[src/assert_macros.svh]
// Assertion macros of the luminance boost filter, included by its top level.
`ifndef ASSERT_MACROS_SVH
`define ASSERT_MACROS_SVH
`ifndef SYNTH
`define WLB_ASSERT_IMPLY(name, clk, rst_n, ante, cons) \
	name: assert property (@(posedge clk) disable iff (!rst_n) (ante) |-> (cons)) \
		else $error("implication check failed");
`define WLB_ASSERT_NEVER(name, clk, rst_n, cond) \
	name: assert property (@(posedge clk) disable iff (!rst_n) !(cond)) \
		else $error("forbidden condition seen");
`else
`define WLB_ASSERT_IMPLY(name, clk, rst_n, ante, cons)
`define WLB_ASSERT_NEVER(name, clk, rst_n, cond)
`endif
`endif

[src/wlb_pkg.sv]
// Package with the constants and structure types of the luminance boost filter.
package wlb_pkg;

	localparam int unsigned MAX_WIDTH_DEF = 1024;
	localparam int unsigned WIN_RADIUS    = 2;
	localparam int unsigned LINES         = 2 * WIN_RADIUS;
	localparam int unsigned LANE_W        = $clog2(LINES);
	localparam int unsigned MIN_DIM       = 5;
	localparam int unsigned MAX_HEIGHT    = 4096;

	localparam int unsigned PX_W       = 32;
	localparam int unsigned CH_W       = 8;
	localparam int unsigned ROW_W      = 12;
	localparam int unsigned OCOL_W     = 10;
	localparam int unsigned HGT_W      = 13;
	localparam int unsigned CFG_WID_W  = 11;
	localparam int unsigned GAIN_W     = 9;
	localparam int unsigned CSUM_W     = 12;
	localparam int unsigned SUM_W      = 15;
	localparam int unsigned CFG_IDX_W  = 2;
	localparam int unsigned CFG_DATA_W = 13;

	// Normalizer 5*5*255*3*255 and floor(2^32 / normalizer).
	localparam logic [22:0] NORM_K      = 23'd4876875;
	localparam logic [9:0]  RECIP_K     = 10'd880;
	localparam int unsigned RECIP_SHIFT = 32;

	localparam logic [CFG_IDX_W-1:0] REG_GAIN   = 2'd0;
	localparam logic [CFG_IDX_W-1:0] REG_WIDTH  = 2'd1;
	localparam logic [CFG_IDX_W-1:0] REG_HEIGHT = 2'd2;

	typedef struct packed {
		logic              emit;
		logic              frame_done;
		logic [LANE_W-1:0] lane;
		logic [ROW_W-1:0]  out_row;
		logic [OCOL_W-1:0] out_col;
	} coord_t;

	typedef struct packed {
		logic [SUM_W-1:0]  sum;
		logic [PX_W-1:0]   centre;
		logic [ROW_W-1:0]  out_row;
		logic [OCOL_W-1:0] out_col;
		logic              frame_done;
	} win_t;

	typedef struct packed {
		logic [ROW_W-1:0]  out_row;
		logic [OCOL_W-1:0] out_col;
		logic [CH_W-1:0]   blue;
		logic [CH_W-1:0]   green;
		logic [CH_W-1:0]   red;
		logic [CH_W-1:0]   alpha;
		logic              frame_done;
	} res_t;

endpackage

[src/wlb_window.sv]
// Column sums, window sum and centre pixel delay of the filter.
module wlb_window (
	input  logic                                      clk,
	input  logic                                      arst_n,
	input  logic                                      en,
	input  logic                                      v_s1,
	input  wlb_pkg::coord_t                           meta_s1,
	input  logic [wlb_pkg::PX_W-1:0]                  px_s1,
	input  logic [wlb_pkg::LINES*wlb_pkg::PX_W-1:0]  rd_data,
	output logic                                      v_s2,
	output wlb_pkg::win_t                             win_s2
);

	function automatic logic [9:0] rgb3(input logic [wlb_pkg::PX_W-1:0] p);
		rgb3 = 10'(p[7:0]) + 10'(p[15:8]) + 10'(p[23:16]);
	endfunction

	logic [wlb_pkg::CSUM_W-1:0] colsum_q [wlb_pkg::LINES];
	logic [wlb_pkg::PX_W-1:0]   dly_q [2];
	logic [wlb_pkg::CSUM_W-1:0] csum_new;
	logic [wlb_pkg::SUM_W-1:0]  sum_new;
	logic [wlb_pkg::LANE_W-1:0] lane_c;
	logic [wlb_pkg::PX_W-1:0]   lane_px;

	always_comb begin
		csum_new = wlb_pkg::CSUM_W'(rgb3(px_s1));
		for (int i = 0; i < int'(wlb_pkg::LINES); i++) begin
			csum_new = csum_new +
				wlb_pkg::CSUM_W'(rgb3(rd_data[i*wlb_pkg::PX_W +: wlb_pkg::PX_W]));
		end
		sum_new = wlb_pkg::SUM_W'(csum_new);
		for (int i = 0; i < int'(wlb_pkg::LINES); i++) begin
			sum_new = sum_new + wlb_pkg::SUM_W'(colsum_q[i]);
		end
		// The lane of the row two above the current one holds the future centre.
		lane_c  = meta_s1.lane ^ wlb_pkg::LANE_W'(wlb_pkg::WIN_RADIUS);
		lane_px = '0;
		for (int i = 0; i < int'(wlb_pkg::LINES); i++) begin
			if (lane_c == wlb_pkg::LANE_W'(i)) begin
				lane_px = rd_data[i*wlb_pkg::PX_W +: wlb_pkg::PX_W];
			end
		end
	end

	always_ff @(posedge clk or negedge arst_n) begin
		if (!arst_n) begin
			for (int i = 0; i < int'(wlb_pkg::LINES); i++) begin
				colsum_q[i] <= '0;
			end
			dly_q[0] <= '0;
			dly_q[1] <= '0;
			v_s2     <= 1'b0;
		end else if (en) begin
			v_s2 <= v_s1 && meta_s1.emit;
			if (v_s1) begin
				for (int i = 0; i < int'(wlb_pkg::LINES) - 1; i++) begin
					colsum_q[i] <= colsum_q[i+1];
				end
				colsum_q[wlb_pkg::LINES-1] <= csum_new;
				dly_q[1] <= dly_q[0];
				dly_q[0] <= lane_px;
			end
		end
	end

	always_ff @(posedge clk) begin
		if (en && v_s1) begin
			win_s2.sum        <= sum_new;
			win_s2.centre     <= dly_q[1];
			win_s2.out_row    <= meta_s1.out_row;
			win_s2.out_col    <= meta_s1.out_col;
			win_s2.frame_done <= meta_s1.frame_done;
		end
	end

endmodule

[config.mk]
export PLATFORM = sky130hd
export DESIGN_NAME = wlb_window
export DESIGN_NICKNAME = d
export VERILOG_FILES = /design/src/assert_macros.svh /design/src/wlb_pkg.sv /design/src/wlb_window.sv
export SDC_FILE = /design/constraint.sdc
export NUM_CORES = 1
export LEC_CHECK = 0
export BUFFER_PORTS_ARGS = -buffer_cell sky130_fd_sc_hd__buf_2
export CORE_MARGIN = 1
export CORE_UTILIZATION = 55
export DETAILED_ROUTE_END_ITERATION = 8
export PLACE_DENSITY_LB_ADDON = 0.3
export SETUP_SLACK_MARGIN = 0.15
export SYNTH_ARGS = -nofsm -noshare
export SYNTH_HDL_FRONTEND = slang
export SYNTH_SLANG_ARGS = --single-unit
export TNS_END_PERCENT = 20
[constraint.sdc]
create_clock -name clk -period 5.2 [get_ports clk]
set_input_delay 0.26 -clock clk [delete_from_list [all_inputs] [get_ports clk]]
set_output_delay 0.26 -clock clk [all_outputs]
set_load 0.01 [all_outputs]
* Word-level counts from Yosys, hierarchy flattened
Cells that the tools add are included.
Word-level totals: memory bits (writable) 0, memories 0, latch bits 0, flip-flop bits (word level) 183, output and inout port bits 71, word-level logic and storage cells 42, bits of input ports 190, bits in read-only memories 0
Operators by class: div/mod/pow operators 0, bitwise operators 1, reduce and logical (&&, ||, !) cells 4, shift operators 0, $lt $le $gt $ge 0, $mul 0, add/sub/neg operators 18, equal/unequal tests 3, multiplexer cells 4
Operator list (count):
- $mux W32 | 4
- $add A9 B8 Y10 | 5
- $add A8 B8 Y9 | 5
- $add A12 B10 Y12 | 2
- $add A14 B12 Y15 | 1
- $add A15 B12 Y15 | 1
- $add A13 B12 Y14 | 1
- $add A12 B12 Y13 | 1
- $add A11 B10 Y12 | 1
- $add A10 B10 Y11 | 1
- $eq A2 B2 Y1 const B | 2
- $eq A2 B1 Y1 const B | 1
- $logic_and A1 B1 Y1 | 2
- $logic_not A2 Y1 | 1
- $reduce_and A2 Y1 | 1
- $not A1 Y1 | 1

* Depth between registers and ports, before layout
depth in word-level cells 10, gate-level depth with buffers 25, mapped depth without buffers 25

* Worst setup path after synthesis
No wires, ideal clock.
kind input to register, from in rd_data[98] in the netlist's numbering, to reg win_s2[69] in the netlist's numbering, data pin, arrival time 6408 ps, required time 4938 ps, library setup time 262 ps, path slack -1471 ps, stages on the path 23, path buffers 0, cells stage by stage inv_1 -> fa_1 -> fa_1 -> inv_1 -> fa_1 -> fa_1 -> inv_1 -> fa_1 -> inv_1 -> fa_1 -> ha_1 -> fa_1 -> a211oi_1 -> o21bai_1 -> a21oi_1 -> xnor2_1 -> fa_1 -> ha_1 -> o21ai_0 -> o21ai_1 -> a21o_1 -> a211oi_2 -> o21ai_1
Between the ends: longest elaborated chain between the ends 7
RTL lines:
- start: declaration | line wlb_window.sv:9 | input logic [wlb_pkg::LINES*wlb_pkg::PX_W-1:0] rd_data,
- $add A8 B8 Y9 | line wlb_window.sv:15 | rgb3 = 10'(p[7:0]) + 10'(p[15:8]) + 10'(p[23:16]);
- $add A9 B8 Y10 | line wlb_window.sv:15
- $add A12 B10 Y12 | line wlb_window.sv:28 | csum_new = csum_new +
- named net csum_new (one bit) | line wlb_window.sv:20 | logic [wlb_pkg::CSUM_W-1:0] csum_new;
- $add A12 B12 Y13 | line wlb_window.sv:33 | sum_new = sum_new + wlb_pkg::SUM_W'(colsum_q[i]);
- $add A13 B12 Y14 | line wlb_window.sv:33
- $add A14 B12 Y15 | line wlb_window.sv:33
- $add A15 B12 Y15 | line wlb_window.sv:33
- named net sum_new (one bit) | line wlb_window.sv:21 | logic [wlb_pkg::SUM_W-1:0] sum_new;
- end: declaration | line wlb_window.sv:11 | output wlb_pkg::win_t win_s2
The timed path passes the listed nets, and every way through them passes these cells. A chain may end at the register's enable or synchronous reset.

* Worst setup path after layout
from in rd_data[34] in the netlist's numbering, to reg win_s2[68] in the netlist's numbering, data pin
Between the ends: longest elaborated chain between the ends 9
RTL lines (line):
- $add A8 B8 Y9 | wlb_window.sv:15
- $add A9 B8 Y10 | wlb_window.sv:15
- $add A11 B10 Y12 | wlb_window.sv:28
- $add A12 B10 Y12 (2 in a row) | wlb_window.sv:28
- named net csum_new (one bit) | wlb_window.sv:20
- $add A12 B12 Y13 | wlb_window.sv:33
- $add A13 B12 Y14 | wlb_window.sv:33
- $add A14 B12 Y15 | wlb_window.sv:33
- $add A15 B12 Y15 | wlb_window.sv:33
- named net sum_new (one bit) | wlb_window.sv:21
The timed path passes the listed nets, and every way through them passes these cells.

==> run metrics <==
Final ANT Viol Nets 0; core area about 20000 um^2; final worst setup slack -1070 ps; Rows between 50 and 60; Post-Syn Area 11500 um^2; Hold WS 52.0 ps; grt ovf 0; leading cell type in the layout, fill and taps excluded buf_2; Async SR Flop Fraction 0.617; GR Layer Usage met1 0.308; post-synthesis simple-gate area fraction 0.0228; worst hold start meta_s1[25]; initial antenna violation count 0; Inst Count DP 1349; total iterations of the first detailed-routing run 7; worst reg2reg path startpoint colsum_q[1]; post-synthesis adder-cell area fraction 0.274; cell count after synthesis 804; reg-to-reg critical path endpoint win_s2[68]; final cell count without fillers around 1400; Synth Area in Compound Gates 0.0319; Yosys warning total 0; syn_area_per_cell 14.3 um^2; CP arrival 6440 ps; Top FF cell, synth dfrtp_1; crit path to win_s2[68]; die span in x 146 um; drt wl/cell approximately 17 um; commonest non-fill, non-tap cells in the layout 247 x buf_2, 159 x inv_1, 131 x fa_1; vias in the first global route approximately 8000; Slew Limit Fails 0; Die Footprint 21500 um^2; Skew-Pair Late Insertion Delay 430 ps; nets@finish 1490; Netlist cell types between 40 and 50; met3 Usage GRT 0.0431; Slew @ Worst Pin around 890 ps; CTS Buf Count 17; Post-Synth XOR/XNOR Area 0.0107; fill cell count 1367; largest family of logic cells by synthesized area adder cells; final RePlAce weighted congestion between 0.8 and 0.9; Setup crit end kind flip-flop; post-synth top area share 0.246; Area contributors post-synth dfrtp_1 25%, fa_1 24%, edfxtp_1 18%; Max Fclk roughly 160 MHz; Final HPWL DP 18000 um; Die Y-Extent 146 um; DRC errors left 0; Slew headroom 0.408; Worst setup SP type primary input; area leader, netlist dfrtp_1; failing checks setup timing; vias 7351; layout cells sized above 1 0.460; final hold vios 0; run status finished, violations left; WL final 24200 um; setup violators final 11; fin crit period 6270 ps; crit-path max FO 3; Syn Nets 1164; Setup crit start rd_data[34]; #FFs+latches synth ~180; Area growth, synth to finish 26.1%; mux share of post-synthesis cell area 0.167; max cap viols 0; met2 Usage GRT 0.421; clock buffer depth 2; Seq/Total Area, Yosys 0.429; initial core utilization 0.564; Worst Hold Class in -> reg; Placement Setup Slack -1610 ps; Tcrit/Tclk final 1.21; gr usage total 0.242; largest net degree at the start of global routing 97; GRT busiest layer met2; clock-pin slew on the worst setup and hold paths roughly 70 ps; CTS tree yes; clk sink count approximately 180; initial DRC count 297; root buf cell clkbuf_16; n_diodes 0; RSZ-0062 raised after global routing true; EDFF count, synth 70; reg2reg setup slack around 1300 ps; Worst Path Required 5370 ps; # IOs 261; via-per-instance ratio approximately 5.2; crit path kind in -> reg; IO buf count 252; sum of negative setup slack -8640 ps; Clock Skew 7.34 ps; wire length of the first global-routing pass 39900 um; CTS H-tree lvls 4; worst r2r path cells 13
Yosys cell counts, types with 3 or more instances:
| cell type | number |
|---|---|
| mux4_2 | 32 |
| dfrtp_1 | 113 |
| a21o_1 | 4 |
| o21ai_0 | 11 |
| nor2_1 | 17 |
| xor2_1 | 3 |
| o21ai_1 | 3 |
| nand2b_1 | 4 |
| a211oi_2 | 3 |
| buf_2 | 13 |
| inv_1 | 171 |
| xnor2_1 | 11 |
| fa_1 | 135 |
| ha_1 | 35 |
| nor3_1 | 4 |
| a21oi_1 | 13 |
| nand2_1 | 19 |
| edfxtp_1 | 70 |
| clkbuf_1 | 6 |
| a31oi_1 | 3 |
| and3_1 | 3 |
| mux2_2 | 105 |
cells by family after synthesis:
logic type               after synthesis
AO/OA/AOI/OAI                         52
adder cells (fa/ha/maj)              170
buffers and inverters                191
AND/OR/NAND/NOR                       56
XOR/XNOR                              14
multiplexers                         138
flip-flops                           183
how the worst min path moves through the flow:
stage                   to  cells after the start
4_1_cts               v_s2                      3
5_1_grt               v_s2                      2
3_3_place_gp     dly_q[24]                      1
2_1_floorplan  colsum_q[0]                      0
6_report              v_s2                      3
3_5_place_dp     dly_q[24]                      1
area by class of cell:
| class | instances | area, um^2 | area share |
|---|---|---|---|
| clock buffer | 17 | 425 | 0.0294 |
| clock inverter | 15 | 144 | 0.00994 |
| multi-input combinational | 430 | 6070 | 0.419 |
| sequential | 183 | 4930 | 0.341 |
| inverter | 171 | 654 | 0.0452 |
| timing repair buffer | 327 | 1920 | 0.133 |
| tap | 270 | 338 | 0.0233 |
layer usage:
metal / wire, um / part of all wire / vias to the layer above
li1: - / - / 3317
met1: 9780 / 0.40 / 3761
met2: 12900 / 0.53 / 240
met3: 1090 / 0.045 / 33
met4: 439 / 0.018 / 0
met5: 0 / 0 / -
state kept, by name (all words and copies together) (netlist names):
name and flops:
colsum_q 48, v_s2 1, win_s2 70, dly_q 64
per-stage QoR:
stage	util	instance area, um^2
CTS	0.706	14400
finish	0.711	14500
global placement	0.658	13400
floorplan	-	11600
detailed placement	0.658	13400
global route	0.711	14500
what timing repair did:
action                                  in CTS  in global routing
hold endpoints to repair                    75                  0
hold buffers                                24                  0
endpoints found under the setup margin      12                 12
buffers inserted                             5                  3
resized for setup                           31                 16
pin swaps                                   29                 15
worst max-delay path, cell delays in order:
cell and delay [ps]:
buf_6 100, fa_1 540, inv_1 50, fa_1 490, inv_2 50, fa_1 490, fa_1 500, inv_1 50
fa_1 490, inv_2 40, fa_2 440, ha_4 190, fa_2 380, a211oi_2 230, o21bai_1 130, a21oi_2 200
xnor2_2 160, fa_1 490, ha_4 320, and4_4 270, o2bb2ai_4 140, a31oi_4 70, a311oi_2 230, o311ai_1 140
Power is left out: the tool's default activity adds up to more than one toggle a clock period on the data nets, which glitch-free logic cannot reach.
