<file path="src/assert_macros.svh">
// Assertion macros of the luminance boost filter, included by its top level.
`ifndef ASSERT_MACROS_SVH
`define ASSERT_MACROS_SVH
`ifndef SYNTH
`define WLB_ASSERT_IMPLY(name, clk, rst_n, ante, cons) \
	name: assert property (@(posedge clk) disable iff (!rst_n) (ante) |-> (cons)) \
		else $error("implication check failed");
`define WLB_ASSERT_NEVER(name, clk, rst_n, cond) \
	name: assert property (@(posedge clk) disable iff (!rst_n) !(cond)) \
		else $error("forbidden condition seen");
`else
`define WLB_ASSERT_IMPLY(name, clk, rst_n, ante, cons)
`define WLB_ASSERT_NEVER(name, clk, rst_n, cond)
`endif
`endif

</file>
<file path="src/wlb_pkg.sv">
// Package with the constants and structure types of the luminance boost filter.
package wlb_pkg;

	localparam int unsigned MAX_WIDTH_DEF = 1024;
	localparam int unsigned WIN_RADIUS    = 2;
	localparam int unsigned LINES         = 2 * WIN_RADIUS;
	localparam int unsigned LANE_W        = $clog2(LINES);
	localparam int unsigned MIN_DIM       = 5;
	localparam int unsigned MAX_HEIGHT    = 4096;

	localparam int unsigned PX_W       = 32;
	localparam int unsigned CH_W       = 8;
	localparam int unsigned ROW_W      = 12;
	localparam int unsigned OCOL_W     = 10;
	localparam int unsigned HGT_W      = 13;
	localparam int unsigned CFG_WID_W  = 11;
	localparam int unsigned GAIN_W     = 9;
	localparam int unsigned CSUM_W     = 12;
	localparam int unsigned SUM_W      = 15;
	localparam int unsigned CFG_IDX_W  = 2;
	localparam int unsigned CFG_DATA_W = 13;

	// Normalizer 5*5*255*3*255 and floor(2^32 / normalizer).
	localparam logic [22:0] NORM_K      = 23'd4876875;
	localparam logic [9:0]  RECIP_K     = 10'd880;
	localparam int unsigned RECIP_SHIFT = 32;

	localparam logic [CFG_IDX_W-1:0] REG_GAIN   = 2'd0;
	localparam logic [CFG_IDX_W-1:0] REG_WIDTH  = 2'd1;
	localparam logic [CFG_IDX_W-1:0] REG_HEIGHT = 2'd2;

	typedef struct packed {
		logic              emit;
		logic              frame_done;
		logic [LANE_W-1:0] lane;
		logic [ROW_W-1:0]  out_row;
		logic [OCOL_W-1:0] out_col;
	} coord_t;

	typedef struct packed {
		logic [SUM_W-1:0]  sum;
		logic [PX_W-1:0]   centre;
		logic [ROW_W-1:0]  out_row;
		logic [OCOL_W-1:0] out_col;
		logic              frame_done;
	} win_t;

	typedef struct packed {
		logic [ROW_W-1:0]  out_row;
		logic [OCOL_W-1:0] out_col;
		logic [CH_W-1:0]   blue;
		logic [CH_W-1:0]   green;
		logic [CH_W-1:0]   red;
		logic [CH_W-1:0]   alpha;
		logic              frame_done;
	} res_t;

endpackage

</file>
<file path="src/wlb_filter.sv">
// Gain arithmetic and exact floor division by the normalizer for the three colors.
module wlb_filter (
	input  logic                               clk,
	input  logic                               arst_n,
	input  logic                               en,
	input  logic signed [wlb_pkg::GAIN_W-1:0]  gain,
	input  logic                               v_s2,
	input  wlb_pkg::win_t                      win_s2,
	output logic                               v_s5,
	output wlb_pkg::res_t                      res
);

	localparam int unsigned M_W = 24;
	localparam int unsigned N_W = 32;
	localparam int unsigned P_W = N_W + 10;
	localparam int unsigned Q_W = 9;

	typedef struct packed {
		logic [wlb_pkg::ROW_W-1:0]  out_row;
		logic [wlb_pkg::OCOL_W-1:0] out_col;
		logic [wlb_pkg::CH_W-1:0]   alpha;
		logic                       frame_done;
	} meta_t;

	logic signed [24:0]        gs;
	logic signed [25:0]        m_full;
	logic [M_W-1:0]            m_s3;
	logic [wlb_pkg::CH_W-1:0]  ch_s3 [3];
	meta_t                     meta_s3, meta_s4, meta_s5;
	logic [N_W-1:0]            n_s4 [3];
	logic [N_W-1:0]            n_s5 [3];
	logic [Q_W-1:0]            q_s5 [3];
	logic                      v_s3, v_s4;
	logic [N_W-1:0]            n_mul [3];
	logic [P_W-1:0]            p_mul [3];
	logic [N_W-1:0]            k_mul [3];
	logic [N_W-1:0]            rem [3];
	logic [Q_W:0]              q_fix [3];
	logic [wlb_pkg::CH_W-1:0]  ch_out [3];

	always_comb begin
		// The multiplier stays at or below 2K; only the most negative gain can push it below
		// zero, and then every channel saturates to zero.
		gs     = gain * $signed({1'b0, win_s2.sum});
		m_full = $signed({3'b0, wlb_pkg::NORM_K}) + 26'(gs);
		for (int i = 0; i < 3; i++) begin
			n_mul[i] = N_W'(ch_s3[i]) * N_W'(m_s3);
			p_mul[i] = P_W'(n_s4[i]) * P_W'(wlb_pkg::RECIP_K);
			// The reciprocal estimate is exact or one low.
			k_mul[i] = N_W'(q_s5[i]) * N_W'(wlb_pkg::NORM_K);
			rem[i]   = n_s5[i] - k_mul[i];
			q_fix[i] = (rem[i] >= N_W'(wlb_pkg::NORM_K)) ? ({1'b0, q_s5[i]} + 1'b1) :
				{1'b0, q_s5[i]};
			ch_out[i] = (q_fix[i] > (Q_W+1)'(255)) ? '1 : q_fix[i][wlb_pkg::CH_W-1:0];
		end
		res.out_row    = meta_s5.out_row;
		res.out_col    = meta_s5.out_col;
		res.blue       = ch_out[0];
		res.green      = ch_out[1];
		res.red        = ch_out[2];
		res.alpha      = meta_s5.alpha;
		res.frame_done = meta_s5.frame_done;
	end

	always_ff @(posedge clk or negedge arst_n) begin
		if (!arst_n) begin
			v_s3 <= 1'b0;
			v_s4 <= 1'b0;
			v_s5 <= 1'b0;
		end else if (en) begin
			v_s3 <= v_s2;
			v_s4 <= v_s3;
			v_s5 <= v_s4;
		end
	end

	always_ff @(posedge clk) begin
		if (en) begin
			if (v_s2) begin
				m_s3               <= m_full[25] ? '0 : m_full[M_W-1:0];
				ch_s3[0]           <= win_s2.centre[7:0];
				ch_s3[1]           <= win_s2.centre[15:8];
				ch_s3[2]           <= win_s2.centre[23:16];
				meta_s3.out_row    <= win_s2.out_row;
				meta_s3.out_col    <= win_s2.out_col;
				meta_s3.alpha      <= win_s2.centre[31:24];
				meta_s3.frame_done <= win_s2.frame_done;
			end
			if (v_s3) begin
				for (int i = 0; i < 3; i++) begin
					n_s4[i] <= n_mul[i];
				end
				meta_s4 <= meta_s3;
			end
			if (v_s4) begin
				for (int i = 0; i < 3; i++) begin
					n_s5[i] <= n_s4[i];
					q_s5[i] <= p_mul[i][wlb_pkg::RECIP_SHIFT + Q_W - 1:wlb_pkg::RECIP_SHIFT];
				end
				meta_s5 <= meta_s4;
			end
		end
	end

endmodule
</file>
<file path="config.mk">
export PLATFORM = sky130hd
export DESIGN_NAME = wlb_filter
export DESIGN_NICKNAME = d
export VERILOG_FILES = /design/src/assert_macros.svh /design/src/wlb_pkg.sv /design/src/wlb_filter.sv
export SDC_FILE = /design/constraint.sdc
export NUM_CORES = 2
export LEC_CHECK = 0
export ABC_AREA = 1
export BUFFER_PORTS_ARGS = -buffer_cell sky130_fd_sc_hd__buf_2
export CAP_MARGIN = 20
export CORE_MARGIN = 2
export CORE_UTILIZATION = 55
export DETAILED_ROUTE_END_ITERATION = 8
export GPL_ROUTABILITY_DRIVEN = 0
export PLACE_DENSITY = 0.81
export SYNTH_ARGS = -nofsm -noshare
export SYNTH_HDL_FRONTEND = slang
export SYNTH_SLANG_ARGS = --single-unit
</file>
<file path="constraint.sdc">
create_clock -name clk -period 9.1 [get_ports clk]
set_input_delay 0.455 -clock clk [delete_from_list [all_inputs] [get_ports clk]]
set_output_delay 0.455 -clock clk [all_outputs]
set_load 0.03 [all_outputs]
</file>
After elaboration in Yosys (flattened, before gate mapping)
Memory sizes are Yosys's and may differ from the RTL's.
Index checks and enable logic that the tools add are counted.
{"block": "word_totals", "memories": 4, "ff_bits": 120, "ramBits": 243}
{"block": "op_classes", "n_mul": 10, "n_reduce_logical": 3, "muxes": 15, "n_lt_le_gt_ge": 6, "add_sub_neg": 7}
{"name": "n_s4", "words": 3, "word_bits": 32, "rd": 3, "rd_ports_with_merged_regs": 0, "wr": 3, "line": "wlb_filter.sv:30", "source": "logic [N_W-1:0] n_s4 [3];"}
{"name": "n_s5", "words": 3, "word_bits": 32, "rd": 3, "rd_ports_with_merged_regs": 0, "wr": 3, "line": "wlb_filter.sv:31", "source": "logic [N_W-1:0] n_s5 [3];"}
{"name": "q_s5", "words": 3, "word_bits": 9, "rd": 3, "rd_ports_with_merged_regs": 0, "wr": 3, "line": "wlb_filter.sv:32", "source": "logic [Q_W-1:0] q_s5 [3];"}
{"name": "ch_s3", "words": 3, "word_bits": 8, "rd": 3, "rd_ports_with_merged_regs": 0, "wr": 3, "line": "wlb_filter.sv:28", "source": "logic [wlb_pkg::CH_W-1:0] ch_s3 [3];"}
{"op": "$mul 32x6->37 const B", "n": 3}
{"op": "$ge 32x23->1 const B", "n": 3}
{"op": "$mul 8x24->32", "n": 3}
{"op": "$mul 9x23->32 const B", "n": 3}
{"op": "$sub 32x32->32", "n": 3}
{"op": "$add 9x1->10 const B", "n": 3}
{"op": "$gt 10x8->1 const B", "n": 3}
{"op": "$mux 10", "n": 3}
{"op": "$add 24x25->26 const A", "n": 1}
{"op": "$mul 9x16->25", "n": 1}
{"op": "$mux 8", "n": 3}
{"op": "$mux 1", "n": 9}
{"op": "$reduce_and 2->1", "n": 3}

Longest topological paths before layout
An unclocked memory read counts as a cell.
{"block": "depth", "depth_word": 7, "mapped_depth": 33, "ltp_nobuf": 33}

Worst setup path after synthesis
No wires, ideal clock.
{"block": "synth_path", "path_kind": "register -> output", "startpoint": "memory q_s5[1][7], in the netlist q_s5[0][16]", "endpoint": "output port res[21] (netlist name)", "path_stages_with_launch": 30, "t_required_ps": 8645, "slack_ps": 3606, "t_arrival_ps": 5039, "cell_sequence": "edfxtp_1 > inv_1 > ha_1 > inv_1 > fa_1 > inv_1 > fa_1 > fa_1 > inv_1 > fa_1 > inv_1 > ha_1 > nand2_1 > nor2_1 > and2_1 > nand2_1 > nand3_2 > nand3_2 > nand2_1 > nand2_1 > nand2_1 > nand2_1 > nor2_1 > nand3_1 > nor2_4 > nand2_4 > buf_6 > nand2_1 > o21ai_1 > nand2_1"}
{"item": "start, declared", "line": "wlb_filter.sv:32"}
{"item": "end, declared", "line": "wlb_filter.sv:10", "source": "output wlb_pkg::res_t res"}

==> run_summary.xml <==
<?xml version="1.0" encoding="UTF-8"?>
<metrics>
  <group name="floorplan">
    <metric name="rows" unit="">123</metric>
    <metric name="starting_density_of_the_core" unit="%">55.3</metric>
    <metric name="io_pins" unit="">139</metric>
    <metric name="die_h" unit="µm">340</metric>
    <metric name="core_area" unit="µm²">112000</metric>
    <metric name="die_w" unit="µm">340</metric>
    <metric name="dieArea" unit="µm²">116000</metric>
  </group>
  <group name="cts">
    <metric name="clock_edge_transition_at_the_registers_on_the_reported_setup_and_hold_paths" unit="ns">0.06</metric>
    <metric name="postCtsSetupBuffers" unit="">0</metric>
    <metric name="cts_root_buf" unit="">sky130_fd_sc_hd__clkbuf_16</metric>
    <metric name="htreeDepth" unit="">2</metric>
    <metric name="tritoncts" unit="">built</metric>
    <metric name="clock_insertion_delay_worst_skew" unit="ns">0.59</metric>
    <metric name="cts_max_path_buffers" unit="">3</metric>
    <metric name="postCtsHoldBufs" unit="">1</metric>
    <metric name="ctsResizeCount" unit="">0</metric>
    <metric name="number_of_buffers_added_by_the_clock_tree_synthesis_step" unit="">43</metric>
    <metric name="tritoncts_num_sinks" unit="">363</metric>
  </group>
  <group name="sta">
    <metric name="clock_skew" unit="ns">0.0178</metric>
    <metric name="finalSetupTns" unit="ns">0</metric>
    <metric name="worst_slew_margin_rel" unit="%">25.0</metric>
    <metric name="fin_crit_sh" unit="%">77.3</metric>
    <metric name="timing_worst_slew_pin_value" unit="ns">1.12</metric>
    <metric name="report.final.hold_viol_count" unit="">0</metric>
    <metric name="max_freq" unit="MHz">142</metric>
    <metric name="finalSetupViolations" unit="">0</metric>
    <metric name="rsz0062_at_grt" unit="">no</metric>
    <metric name="fin_crit" unit="ns">7.04</metric>
    <metric name="report.final.slew_viol_count" unit="">0</metric>
  </group>
  <group name="setup_path">
    <metric name="timing.critical_path.slowest_cell_delay" unit="ns">0.59</metric>
    <metric name="end_kind" unit="">primary output</metric>
    <metric name="critPathSlowestCell" unit="">sky130_fd_sc_hd__edfxtp_1</metric>
    <metric name="reg2reg_depth" unit="">18</metric>
    <metric name="timing.critical_path.arrival" unit="ns">6.58</metric>
    <metric name="start_kind" unit="">register</metric>
    <metric name="critPathKind" unit="">register to primary output</metric>
    <metric name="crit_required" unit="ns">8.65</metric>
    <metric name="timing.critical_path.fanout_max" unit="">16</metric>
  </group>
  <group name="global_routing">
    <metric name="overall_global_routing_resource_usage" unit="%">25.6</metric>
    <metric name="grt_max_degree" unit="">74</metric>
    <metric name="global_route.overflow_total" unit="">0</metric>
    <metric name="first_global_vias" unit="">51400</metric>
    <metric name="grt_first_pass_wirelength" unit="µm">244000</metric>
    <metric name="grt_antenna_before_repair" unit="">3</metric>
  </group>
  <group name="drt">
    <metric name="routed-via-count" unit="">48200</metric>
    <metric name="routed_wl" unit="µm">144000</metric>
    <metric name="avgRoutedWirePerCell" unit="µm">15.8</metric>
    <metric name="via_per_inst" unit="">5.31</metric>
    <metric name="drt_first_pass_iters" unit="">6</metric>
    <metric name="initialDrtViolationCount" unit="">3554</metric>
    <metric name="drt.antenna.violating_nets" unit="">0</metric>
    <metric name="detail_route.drc_violations" unit="">0</metric>
  </group>
  <group name="final_layout">
    <metric name="share_of_final_layout_standard_cells_stronger_than_drive_strength_1" unit="%">4.66</metric>
    <metric name="final_core_utilization" unit="%">58.8</metric>
    <metric name="area_growth_syn_to_layout" unit="%">6.33</metric>
    <metric name="layout.cell_area.non_filler" unit="µm²">66000</metric>
    <metric name="final_cells" unit="">9084</metric>
    <metric name="fin_nets" unit="">9284</metric>
  </group>
  <group name="synthesis">
    <metric name="post_synth_cell_types" unit="">52</metric>
    <metric name="ys.warnings.count" unit="">0</metric>
    <metric name="syn_area_per_cell" unit="µm²">8.33</metric>
    <metric name="synthesis.instances" unit="">7452</metric>
    <metric name="synth_top_flop_cell" unit="">sky130_fd_sc_hd__edfxtp_1</metric>
    <metric name="synth_enable_flop_cells" unit="">360</metric>
    <metric name="synthesis.area" unit="µm²">62100</metric>
    <metric name="ys_ff_latch" unit="">363</metric>
    <metric name="synth.net_count" unit="">9190</metric>
    <metric name="synth-async-reset-ratio" unit="%">0.826</metric>
    <metric name="synth_sequential_area_ratio" unit="%">17.5</metric>
  </group>
  <group name="worst_hold_path">
    <metric name="hold_path_class" unit="">primary input to register</metric>
    <metric name="min_delay_path_depth" unit="">1</metric>
  </group>
  <group name="run_status">
    <metric name="run_status" unit="">completed</metric>
  </group>
  <group name="job">
    <metric name="max_cap_viol_count" unit="">0</metric>
  </group>
  <group name="placed_design">
    <metric name="post-place-cells" unit="">8996</metric>
    <metric name="post_dp_cell_area" unit="µm²">64400</metric>
    <metric name="portBuffers" unit="">138</metric>
    <metric name="dpl_wire_length" unit="µm">118000</metric>
  </group>
</metrics>
cell families (layout without fill, tap and decap cells):
group                      count (synthesis)  in the layout  share of synthesized area, %
and+or+nand+nor                         2552           2552                          16.9
buffers and inverters                   2118           2247                          12.8
adders and majority gates               1655           1655                          44.8
AOI/OAI and AO/OA                        566            566                          5.13
DFF                                      363            363                          17.5
xor gates and xnor gates                 198            198                          2.79
other                                      0              3                             0
final timing paths:
| check | from | endpoint | slack [ns] |
|---|---|---|---|
| setup reg to reg | ch_s3[0][2]$_DFFE_PP_ | n_s4[0][25]$_DFFE_PP_ | 3.13 |
| max in group asynchronous | arst_n | v_s4$_DFFE_PN0P_ | 8.79 |
| setup / recovery | q_s5[0][7]$_DFFE_PP_ | res[26] | 2.06 |
| hold / removal | win_s2[13] | meta_s3[21]$_DFFE_PP_ | 0.03 |
| hold reg to reg | meta_s4[27]$_DFFE_PP_ | res[51]$_DFFE_PP_ | 0.41 |
| min in group asynchronous | arst_n | v_s5$_DFFE_PN0P_ | 0.20 |
per-stage QoR:
stage                     setup WS, ns  hold slack, ns
final                             2.06          0.0309
after detailed placement          2.71           0.253
after floorplan                   3.61           0.159
after global routing              1.59          0.0225
after CTS                         2.06         0.00616
after global placement            2.90           0.253
metal layers:
metal / share of wire (%) / vias to the layer above / track usage (%)
li1: - / 22700 / -
met1: 40 / 23200 / 32.5
met2: 49 / 1860 / 44.7
met3: 7.0 / 416 / 2.97
met4: 3.9 / 0 / 9.93
met5: 0 / - / 0
state kept, by name (all words and copies together) (netlist names):
signal and cells:
meta_s3 31, meta_s4 31, ch_s3 24, res 31, v_s5 1, v_s3 1, v_s4 1, n_s4 96
q_s5 27, n_s5 96, m_s3 24
cells in the mapped netlist (all sizes together) (33+ instances only):
cell type | n | area share, %
inv | 1985 | 12
nand2 | 1833 | 11
fa | 943 | 30
ha | 712 | 14
edfxtp | 360 | 17
nor2 | 354 | 2.2
a21oi | 292 | 2.4
nand3 | 201 | 1.7
o21ai | 138 | 1.1
clkbuf | 127 | 0.77
xor2 | 123 | 1.7
xnor2 | 75 | 1.1
nand4 | 55 | 0.55
nor3 | 40 | 0.35
a31oi | 33 | 0.33
layout by cell type, fill, tap and decap left out, drive strengths merged, types with 7 or more instances in the layout:
| cell type | instances |
|---|---|
| nand3 | 201 |
| clkinv | 12 |
| edfxtp | 360 |
| o21a | 12 |
| nand2 | 1833 |
| nor2 | 354 |
| fa | 943 |
| o21ai | 138 |
| clkbuf | 52 |
| a21o | 22 |
| nand4 | 55 |
| xor2 | 123 |
| ha | 712 |
| buf | 181 |
| xnor2 | 75 |
| a31oi | 33 |
| nand3b | 29 |
| and2 | 7 |
| o211ai | 13 |
| nor4 | 11 |
| o21bai | 22 |
| or2 | 20 |
| nor3 | 40 |
| a21oi | 292 |
| inv | 1992 |
worst max-delay path: cells and delay by family, from the launching register on:
| family | cells | cell delay (ns) |
|---|---|---|
| compound gates | 1 | 0.17 |
| fa+ha+maj | 6 | 2.58 |
| buf+inv | 7 | 0.70 |
| flops | 1 | 0.59 |
| simple gates | 15 | 1.94 |
final cells by class:
type	count	area, µm²
diodes	3	7.51
well taps	1500	1880
flip-flops and latches	363	10900
clock buffers	52	1130
repair buffers	182	1080
multi-input cells	4971	43200
clock inverters	28	347
inverters	1985	7460
fillers	9241	46200
Power is left out: the tool's default activity adds up to more than one toggle a clock period on the data nets, which glitch-free logic cannot reach.
