File: config.mk
export PLATFORM = sky130hd
export DESIGN_NAME = wlb_coord
export DESIGN_NICKNAME = d
export VERILOG_FILES = /design/src/assert_macros.svh /design/src/wlb_pkg.sv /design/src/wlb_coord.sv
export SDC_FILE = /design/constraint.sdc
export NUM_CORES = 1
export LEC_CHECK = 0
export BUFFER_PORTS_ARGS = -buffer_cell sky130_fd_sc_hd__buf_2
export CAP_MARGIN = 40
export CORE_UTILIZATION = 32
export DETAILED_ROUTE_END_ITERATION = 10
export SYNTH_ARGS = -nofsm -noshare
export SYNTH_HDL_FRONTEND = slang
export SYNTH_SLANG_ARGS = --single-unit
export TNS_END_PERCENT = 50
File: constraint.sdc
create_clock -name clk -period 18.25 [get_ports clk]
set_input_delay 3.65 -clock clk [delete_from_list [all_inputs] [get_ports clk]]
set_output_delay 3.65 -clock clk [all_outputs]
set_load 0.05 [all_outputs]
File: src/assert_macros.svh
// Assertion macros of the luminance boost filter, included by its top level.
`ifndef ASSERT_MACROS_SVH
`define ASSERT_MACROS_SVH
`ifndef SYNTH
`define WLB_ASSERT_IMPLY(name, clk, rst_n, ante, cons) \
	name: assert property (@(posedge clk) disable iff (!rst_n) (ante) |-> (cons)) \
		else $error("implication check failed");
`define WLB_ASSERT_NEVER(name, clk, rst_n, cond) \
	name: assert property (@(posedge clk) disable iff (!rst_n) !(cond)) \
		else $error("forbidden condition seen");
`else
`define WLB_ASSERT_IMPLY(name, clk, rst_n, ante, cons)
`define WLB_ASSERT_NEVER(name, clk, rst_n, cond)
`endif
`endif

File: src/wlb_pkg.sv
// Package with the constants and structure types of the luminance boost filter.
package wlb_pkg;

	localparam int unsigned MAX_WIDTH_DEF = 1024;
	localparam int unsigned WIN_RADIUS    = 2;
	localparam int unsigned LINES         = 2 * WIN_RADIUS;
	localparam int unsigned LANE_W        = $clog2(LINES);
	localparam int unsigned MIN_DIM       = 5;
	localparam int unsigned MAX_HEIGHT    = 4096;

	localparam int unsigned PX_W       = 32;
	localparam int unsigned CH_W       = 8;
	localparam int unsigned ROW_W      = 12;
	localparam int unsigned OCOL_W     = 10;
	localparam int unsigned HGT_W      = 13;
	localparam int unsigned CFG_WID_W  = 11;
	localparam int unsigned GAIN_W     = 9;
	localparam int unsigned CSUM_W     = 12;
	localparam int unsigned SUM_W      = 15;
	localparam int unsigned CFG_IDX_W  = 2;
	localparam int unsigned CFG_DATA_W = 13;

	// Normalizer 5*5*255*3*255 and floor(2^32 / normalizer).
	localparam logic [22:0] NORM_K      = 23'd4876875;
	localparam logic [9:0]  RECIP_K     = 10'd880;
	localparam int unsigned RECIP_SHIFT = 32;

	localparam logic [CFG_IDX_W-1:0] REG_GAIN   = 2'd0;
	localparam logic [CFG_IDX_W-1:0] REG_WIDTH  = 2'd1;
	localparam logic [CFG_IDX_W-1:0] REG_HEIGHT = 2'd2;

	typedef struct packed {
		logic              emit;
		logic              frame_done;
		logic [LANE_W-1:0] lane;
		logic [ROW_W-1:0]  out_row;
		logic [OCOL_W-1:0] out_col;
	} coord_t;

	typedef struct packed {
		logic [SUM_W-1:0]  sum;
		logic [PX_W-1:0]   centre;
		logic [ROW_W-1:0]  out_row;
		logic [OCOL_W-1:0] out_col;
		logic              frame_done;
	} win_t;

	typedef struct packed {
		logic [ROW_W-1:0]  out_row;
		logic [OCOL_W-1:0] out_col;
		logic [CH_W-1:0]   blue;
		logic [CH_W-1:0]   green;
		logic [CH_W-1:0]   red;
		logic [CH_W-1:0]   alpha;
		logic              frame_done;
	} res_t;

endpackage

File: src/wlb_coord.sv
// Raster position counters and the input stage register of the filter.
module wlb_coord #(
	parameter int unsigned MAX_WIDTH = wlb_pkg::MAX_WIDTH_DEF
) (
	input  logic                               clk,
	input  logic                               arst_n,
	input  logic                               en,
	input  logic                               take,
	input  logic [$clog2(MAX_WIDTH):0]         w_eff,
	input  logic [wlb_pkg::HGT_W-1:0]          h_eff,
	input  logic [wlb_pkg::PX_W-1:0]           px_in,
	output logic [$clog2(MAX_WIDTH)-1:0]       addr,
	output logic [wlb_pkg::LANE_W-1:0]         wr_lane,
	output logic                               v_s1,
	output wlb_pkg::coord_t                    meta_s1,
	output logic [wlb_pkg::PX_W-1:0]           px_s1
);

	localparam int unsigned CW = $clog2(MAX_WIDTH);
	localparam logic [CW:0] ONE_W = 1;

	logic [CW:0]                 col_q;
	logic [wlb_pkg::ROW_W-1:0]   row_q;
	logic                        wrap_c;
	logic [CW-1:0]               c0;
	logic [wlb_pkg::HGT_W-1:0]   r_inc;
	logic [wlb_pkg::ROW_W-1:0]   r0;
	logic [CW:0]                 c_inc;
	logic                        wrap_e;
	logic [wlb_pkg::HGT_W-1:0]   r_nxt;
	logic [CW:0]                 col_nxt;
	logic [wlb_pkg::ROW_W-1:0]   row_nxt;
	logic [CW-1:0]               c_m;
	logic [CW+wlb_pkg::OCOL_W-1:0] col_ext;
	wlb_pkg::coord_t             meta;

	always_comb begin
		// A column count at or past the row length closes the row first.
		wrap_c  = (col_q >= w_eff);
		c0      = wrap_c ? '0 : col_q[CW-1:0];
		r_inc   = {1'b0, row_q} + (wrap_c ? wlb_pkg::HGT_W'(1) : wlb_pkg::HGT_W'(0));
		r0      = (r_inc >= h_eff) ? '0 : r_inc[wlb_pkg::ROW_W-1:0];
		c_m     = c0 - CW'(wlb_pkg::WIN_RADIUS);
		col_ext = {{wlb_pkg::OCOL_W{1'b0}}, c_m};

		// The end of a row and of the frame wraps with the geometry of this pixel.
		c_inc   = {1'b0, c0} + ONE_W;
		wrap_e  = (c_inc >= w_eff);
		r_nxt   = {1'b0, r0} + wlb_pkg::HGT_W'(1);
		col_nxt = wrap_e ? '0 : c_inc;
		row_nxt = !wrap_e ? r0 :
			((r_nxt >= h_eff) ? '0 : r_nxt[wlb_pkg::ROW_W-1:0]);

		meta.emit       = (r0 >= wlb_pkg::ROW_W'(2 * wlb_pkg::WIN_RADIUS)) &&
			(c0 >= CW'(2 * wlb_pkg::WIN_RADIUS));
		meta.frame_done = ({1'b0, r0} == h_eff - wlb_pkg::HGT_W'(1)) &&
			({1'b0, c0} == w_eff - ONE_W);
		meta.lane       = r0[wlb_pkg::LANE_W-1:0];
		meta.out_row    = r0 - wlb_pkg::ROW_W'(wlb_pkg::WIN_RADIUS);
		meta.out_col    = col_ext[wlb_pkg::OCOL_W-1:0];

		addr    = c0;
		wr_lane = meta.lane;
	end

	always_ff @(posedge clk or negedge arst_n) begin
		if (!arst_n) begin
			col_q <= '0;
			row_q <= '0;
			v_s1  <= 1'b0;
		end else begin
			if (take) begin
				col_q <= col_nxt;
				row_q <= row_nxt;
			end
			if (en) begin
				v_s1 <= take;
			end
		end
	end

	always_ff @(posedge clk) begin
		if (take) begin
			meta_s1 <= meta;
			px_s1   <= px_in;
		end
	end

endmodule

# == Yosys cells after proc, flatten, opt, wreduce, memory -nomap -nowiden ==
# Index checks and enable logic that the tools add are counted.
# op_classes
addsub,7
magnitude_cmp,6
eq_ne,2
n_mux,6
n_reduce_logical,2
# op_table
operator,count
12-bit two-way mux,3
13-bit >= comparator,2
11-bit >= comparator,2
12-bit by 1-bit adder with 13-bit output,1
"12-bit by 1-bit adder with 13-bit output, second input constant",1
12-bit by 13-bit == test with 1-bit output,1
"13-bit by 1-bit subtractor with 13-bit output, second input constant",1
"12-bit by 3-bit >= comparator with 1-bit output, second input constant",1
"12-bit by 2-bit subtractor with 12-bit output, second input constant",1
"10-bit by 1-bit adder with 11-bit output, second input constant",1
10-bit by 11-bit == test with 1-bit output,1
11-bit two-way mux,1
"11-bit by 1-bit subtractor with 11-bit output, second input constant",1
"10-bit by 3-bit >= comparator with 1-bit output, second input constant",1
10-bit two-way mux,1
"10-bit by 2-bit subtractor with 10-bit output, second input constant",1
1-bit logical AND,2
1-bit two-way mux,1
# word_totals
regBits,82
in_bits,60
out_inout_bits,71
wordCells,32

# == Depth between registers and ports, before layout ==
# Gate-level depths: netlist (run 1).
# depth
depth_word,9
ltp_mapped,40
ltp_nobuf,37

# == Worst setup path after synthesis (run 1) ==
# Ideal clock, no wire load.
# synth_timing
kind,in2out
from,in w_eff[0]
to,out wr_lane[1] in the netlist's numbering
t_arrival_ps,8308
required_ps,14600
path_slack_ps,6292
path_stages,23
n_path_buf,4
cell_sequence,ha_1 -> nand2b_1 -> a211o_1 -> a2111oi_0 -> o21a_1 -> clkinv_1 -> clkbuf_1 -> ha_1 -> ha_1 -> and3_1 -> and3_1 -> xnor2_1 -> inv_1 -> ha_1 -> a21oi_1 -> o21ai_0 -> a21oi_1 -> and2_1 -> clkbuf_1 -> buf_2 -> nand2_1 -> inv_1 -> buf_4
# synth_rtl
element,line_no,text
from (decl),wlb_coord.sv:9,"input logic [$clog2(MAX_WIDTH):0] w_eff,"
to (decl),wlb_coord.sv:13,"output logic [wlb_pkg::LANE_W-1:0] wr_lane,"

# == Worst setup path in the final report (run 1) ==
# layout_timing
from,in w_eff[0]
to,out wr_lane[1] in the netlist's numbering
# layout_via
elab_chain_cells,5
# layout_lines
element,line_no,text
11-bit >= comparator (*),wlb_coord.sv:39,wrap_c = (col_q >= w_eff);
1-bit two-way mux (*),wlb_coord.sv:41,"r_inc = {1'b0, row_q} + (wrap_c ? wlb_pkg::HGT_W'(1) : wlb_pkg::HGT_W'(0));"
12-bit by 1-bit adder with 13-bit output (*),wlb_coord.sv:41,
13-bit >= comparator,wlb_coord.sv:42,r0 = (r_inc >= h_eff) ? '0 : r_inc[wlb_pkg::ROW_W-1:0];
12-bit two-way mux (*),wlb_coord.sv:42,
# Every way passes the cells marked *; elsewhere a longest branch is shown, timed or not.

==> metrics, run 1 <==
CTS sink cnt 81; top cell type's share of synthesized area between 20 and 30%; Post-synth ARST share 29.6%; Slew HR 55.0%; ranking of synthesized cells by area edfxtp_1, ha_1, dfrtp_1; cells after synthesis between 600 and 700; Cell Rows 49; number of synthesized flops with an enable pin 57; fin util between 30% and 40%; root buf cell clkbuf_16; Met1 Wirelength 7.79 mm; Filler Cell Count approximately 1,800; post-synthesis sequential area ratio 38.8%; Ys Warns 0; Hold Path Sink v_s1; metal3 WL about 1.1 mm; worst endpoint required time 14.60 ns; final setup violating endpoints 0; setup bufs post-CTS 0; post-synth top area cell edfxtp_1; htree depth 3; beginning of the worst hold path v_s1; chip width ~140 um; Worst-path clk slew ~0.060 ns; layout cells sized above 1 20.3%; I/O Buffers 130; Worst Path Arrival 9.89 ns; Iter 0 DRT Violations 388; critical path peak fanout 25; syn_nets 769; Max Clk Rate 73.9 MHz; Int Pwr 0.494 mW; Overflow after GRT 0; Max Transition Viols Final 0; drt wl/cell 16.4 um; Pre-antenna DRT Iters 9; Initial Util between 30% and 40%; R2R Setup Slk just under 8 ns; Comb power frac 49.1%; Die Span Y around 140 um; failing checks design-rule violations; final hold vios 0; Top Metal Used met4; post-CTS sizing 0; Remaining DRCs 32; synth cell count leaders nand2_1, ha_1, nor2_1, edfxtp_1, xnor2_1; Worst Hold Path Cells 1; Crit Path Class in2out; initial antenna violation count 0; Reg2Reg Capture Point row_q[7]; # Max-Cap Violations 0; PwrDens 128 mW/mm2; Worst Hold Class reg2reg; Die ar. 0.0192 mm2; routed vias 5,211; largest net degree at the start of global routing 46; r2r startpoint col_q[4]; vias in the first global route a little under 5,000; post-layout minimum cycle time 13.54 ns; Yosys reg bits just over 80; clock power share 20.3%; met2 WL 7.25 mm; Top FF cell, synth edfxtp_1; Post-Route WL ~16 mm; Area Growth Syn to Fin 19.6%; Via density between 5 and 6; Diodes inserted 0; Mapped Area ~0.0060 mm2; hold_buf cts 0; nets 887; Slew @ Worst Pin 0.670 ns; post-synth cell types just over 60; most frequent cell after synthesis nand2_1; total track usage 17.4%; fin crit share between 70% and 80%; CP Launch Type input port; Num CTS Buffers 9; worst reg2reg path depth 36; static leakage 3.20 nW; core area 0.0181 mm2; Psw 0.417 mW; Worst-Skew Late Latency 0.33 ns; first-pass GRT wire length approximately 26 mm; sw frac 45.8%; Antenna Nets Post-Route 0; unrepaired setup endpoints after global routing no; Sum Neg Setup Slack 0 ns; CTS max path bufs 2; hpwl dp around 13 mm; syn avg cell area 9.17 um2; final setup skew 0.00681 ns; part of the power in registers 30.6%; Final Wtd Congestion 0.911; CP endpoint kind output port; status finished with violations; CTS tree done; maximum vdd drop about 47 uV; Ports between 100 and 150
-- per-stage QoR --
step | instance area, um2 | hold WS [ns] | std cells | total power [mW] | worst slack [ns]
3_5_place_dp | 6810 | 0.503 | 985 | 0.725 | 4.81
3_3_place_gp | 6810 | 0.495 | 985 | 0.723 | 5.02
4_1_cts | 7120 | 0.515 | 1001 | 0.915 | 4.79
5_1_grt | 7120 | 0.527 | 1001 | 0.968 | 4.16
6_report | 7120 | 0.511 | 1001 | 0.910 | 4.71
2_1_floorplan | 5950 | 0.470 | 649 | 0.605 | 6.29
-- registers in the layout (all words and copies together) (netlist names) --
| register | cells |
|---|---|
| meta_s1 | 25 |
| col_q | 11 |
| v_s1 | 1 |
| row_q | 12 |
| px_s1 | 32 |
-- power groups by stage --
stage	Clock, mW	Combinational [mW]	Sequential [mW]
after floorplan	0	0.258	0.347
after global placement	0	0.442	0.281
after detailed placement	0	0.443	0.282
after CTS	0.191	0.446	0.278
after global routing	0.199	0.486	0.283
final	0.185	0.447	0.278
-- metal layers --
metal	global-route usage, %	vias up
met1	24.0	2400
met2	27.3	218
met5	0	-
met3	3.12	18
met4	5.74	0
li1	-	2575
-- how the worst max path moves through the flow --
stage | to | depth (start not counted) | from
finish | wr_lane[1] | 22 | w_eff[0]
global route | row_q[7] | 38 | w_eff[0]
CTS | wr_lane[1] | 22 | w_eff[0]
detailed placement | wr_lane[1] | 22 | w_eff[0]
global placement | wr_lane[1] | 23 | w_eff[0]
floorplan | wr_lane[1] | 23 | w_eff[0]
-- layout make-up --
cell class | instances | area [um2] | area share, %
Multi-Input combinational cell | 486 | 3310 | 46.5
Sequential cell | 81 | 2310 | 32.5
Timing Repair Buffer | 135 | 691 | 9.70
Tap cell | 229 | 287 | 4.02
Clock buffer | 11 | 253 | 3.55
Inverter | 54 | 204 | 2.86
Clock inverter | 5 | 63.8 | 0.896
-- cells by family after synthesis --
group                    after synthesis  synth area share [%]
AO/OA/AOI/OAI                        134                  14.7
XOR/XNOR                              60                  9.18
adder cells (fa/ha/maj)               60                  12.6
buffers and inverters                 82                  5.55
flip-flops                            81                  38.8
multiplexers                           2                 0.357
AND/OR/NAND/NOR                      230                  18.8
-- worst max-delay path, cell delays in order --
cell	delay, ns
buf_2	0.13
ha_1	0.28
nand2b_1	0.14
a211o_1	0.29
a2111oi_0	0.41
o21a_1	0.59
clkinv_1	0.63
ha_1	0.43
ha_1	0.23
and3_1	0.24
and3_1	0.21
xnor2_1	0.54
inv_1	0.26
ha_1	0.35
a21oi_1	0.12
o21ai_0	0.09
a21oi_1	0.23
and2_1	0.16
buf_4	0.27
nand2_1	0.16
inv_1	0.17
buf_2	0.30
-- layout by cell type, fill, tap and decap left out, types with 5 or more instances in the layout --
master     instances
a21oi_1           32
o21ai_0           35
and3_1            12
ha_1              60
buf_2            129
and2_1             6
edfxtp_1          57
nand3_1           22
dfrtp_1           24
inv_1             50
xnor2_1           52
nor2_1            60
nand4_1           11
a21o_1             5
nor4_1             8
nor3_1            21
a22o_1             7
a31oi_1            6
nand2_1           65
buf_4              6
a22oi_1            5
clkbuf_16          9
xor2_1             6
Power figures use the tool's default switching activity.
==> inputs of run 2 (changes only) <==
==> constraint.sdc (replaced) <==
create_clock -name clk -period 11.3 [get_ports clk]
set_input_delay 2.26 -clock clk [delete_from_list [all_inputs] [get_ports clk]]
set_output_delay 2.26 -clock clk [all_outputs]
set_load 0.05 [all_outputs]
==> metrics, run 2 (synthesized netlist as in run 1, its figures left out) <==
beginning of the worst hold path v_s1 (unchanged); failing checks design-rule violations (unchanged); Most Frequent Cell on Critical Path ha_1 (unchanged); Int Pwr 0.816 mW (was 0.494 mW); hpwl dp 13.0 mm (was 12.9 mm); first-pass GRT wire length 27.3 mm (was 26.2 mm); I/O Buffers 130 (unchanged); R2R Setup Slk 2.44 ns (was 7.96 ns); Slew HR 53.2% (was 55.0%); sw frac 45.4% (was 45.8%); largest net degree at the start of global routing 45 (was 46); Non-Filler Instances 1,010 (was 1,001); Max Transition Viols Final 0 (unchanged); Worst-path clk slew 0.06 ns (about the same); setup bufs post-CTS 0 (unchanged); Remaining DRCs 32 (unchanged); routed vias 5,323 (was 5,211); part of the power in registers 29.9% (was 30.6%); fin util 39.7% (was 39.4%); Via density 5.27 (was 5.21); Pre-antenna DRT Iters 10 (was 9); initial antenna violation count 0 (unchanged); maximum vdd drop 63.5 uV (was 47.3 uV); Worst path slowest cell nor2_1 (was clkinv_1); gr busiest metal met2 (unchanged); total track usage 17.9% (was 17.4%); CTS sink cnt 81 (unchanged); Hold Path Sink v_s1 (unchanged); hold_buf cts 0 (unchanged); final hold vios 0 (unchanged); Reg2Reg Capture Point row_q[7] (unchanged); # Max-Cap Violations 0 (unchanged); r2r startpoint col_q[0] (was col_q[4]); fin area 0.00719 mm2 (was 0.00712 mm2); Area Growth Syn to Fin 20.7% (was 19.6%); layout cells sized above 1 21.0% (was 20.3%); critical path peak fanout 10 (was 25); top flop regs px_s1: 32 flops, meta_s1: 25 flops, row_q: 12 flops (unchanged); Worst-Skew Late Latency 0.33 ns (about the same); Crit Path Class in2reg (was in2out); CP max stage delay 0.54 ns (was 0.63 ns); Max Clk Rate 95.6 MHz; Die ar. 0.0192 mm2 (unchanged); Final Wtd Congestion 0.898 (was 0.911); chip width 138 um (unchanged); Worst Hold Class reg2reg (unchanged); WHS 0.513 ns (was 0.511 ns); Post-Route WL 16.9 mm (was 16.5 mm); Diodes inserted 0 (unchanged); dpl cell area 0.00687 mm2 (was 0.00681 mm2); final setup violating endpoints 0 (unchanged); CP Launch Type input port (unchanged); CTS max path bufs 2 (unchanged); root buf cell clkbuf_16 (unchanged); Worst Path Arrival 10.71 ns (was 9.89 ns); PwrDens 208 mW/mm2 (was 128 mW/mm2); Num CTS Buffers 9 (unchanged); most common cell after layout, fill and taps aside buf_2 (unchanged); placed cell count 994 (was 985); Cell Rows 49 (unchanged); clock power share 20.9% (was 20.3%); Sum Neg Setup Slack 0 ns (unchanged); Die Span Y 138 um (unchanged); drt wl/cell 16.7 um (was 16.4 um); fin crit share 92.6%; most frequent cells in the layout buf_2, nand2_1, nor2_1, ha_1, edfxtp_1 (unchanged); Antenna Nets Post-Route 0 (unchanged); post-CTS sizing 0 (unchanged); met3 usage 2.60% (was 3.12%); final setup skew 0.0101 ns (was 0.00681 ns); vias in the first global route 5,066 (was 4,922); CP endpoint kind flip-flop (was output port); static leakage 3.24 nW (was 3.20 nW); worst endpoint required time 11.55 ns (was 14.60 ns); fin worst setup slack 0.840 ns (was 4.71 ns); Top reg by flops px_s1 (unchanged); Initial Util 32.9% (unchanged); post-layout minimum cycle time approximately 10 ns; Worst Hold Path Cells 1 (unchanged); Ports 131 (unchanged); htree depth 3 (unchanged); met1 Usage GRT 24.8% (was 24.0%); status finished with violations (unchanged); Psw 0.678 mW (was 0.417 mW); nets 896 (was 887); Iter 0 DRT Violations 468 (was 388); total power 1.49 mW (was 0.910 mW); unrepaired setup endpoints after global routing no (unchanged); pre-CTS setup slack 0.660 ns (was 4.81 ns); met2 usage 29.0% (was 27.3%); Slew @ Worst Pin 0.699 ns (was 0.670 ns); CTS tree done (unchanged); worst reg2reg path depth 38 (was 36); max reg flops 32 (unchanged); core area 0.0181 mm2 (unchanged); Comb power frac 49.2% (was 49.1%); Overflow after GRT 0 (unchanged)
run 2: cell types whose count changed in the layout (fill, tap and decap cells not counted), sizes merged:
cell,change
buf,+9
bufinv,+1
clkinv,-1
run 2: layout make-up:
cell class                 count  area, um2
multi-input combinational    486       3310
clock inverter                 5       81.3
fill                        1842      10900
inverter                      54        204
clock buffer                  11        233
timing repair buffer         144        758
tap                          229        287
sequential                    81       2310
run 2: worst max path at each step:
stage,start,to,slack (ns),depth (start not counted)
floorplan,w_eff[0],row_q[10],1.42,37
global placement,w_eff[0],row_q[10],0.80,38
detailed placement,w_eff[0],row_q[7],0.66,38
CTS,w_eff[0],row_q[7],0.97,39
global route,w_eff[0],row_q[9],0.18,39
finish,w_eff[0],row_q[7],0.84,38
run 2: per-layer routing:
metal  vias to the layer above  share of wire, %
met5                         -                 0
met4                         0               1.2
met3                        13               7.3
met2                       237                45
met1                      2487                46
li1                       2586                 -
run 2: power groups by stage:
stage | clock network, mW | logic [mW] | registers (mW)
after floorplan | 0 | 0.416 | 0.561
after global placement | 0 | 0.727 | 0.452
after detailed placement | 0 | 0.729 | 0.453
after CTS | 0.321 | 0.732 | 0.447
after global routing | 0.333 | 0.800 | 0.457
final | 0.312 | 0.735 | 0.447
run 2: critical path, delay by kind of cell:
kind            cells  cell delay (ns)
compound gates     13             3.05
fa+ha+maj           6             1.60
buf+inv             6             1.00
simple gates       11             2.47
xor+xnor            2             0.31
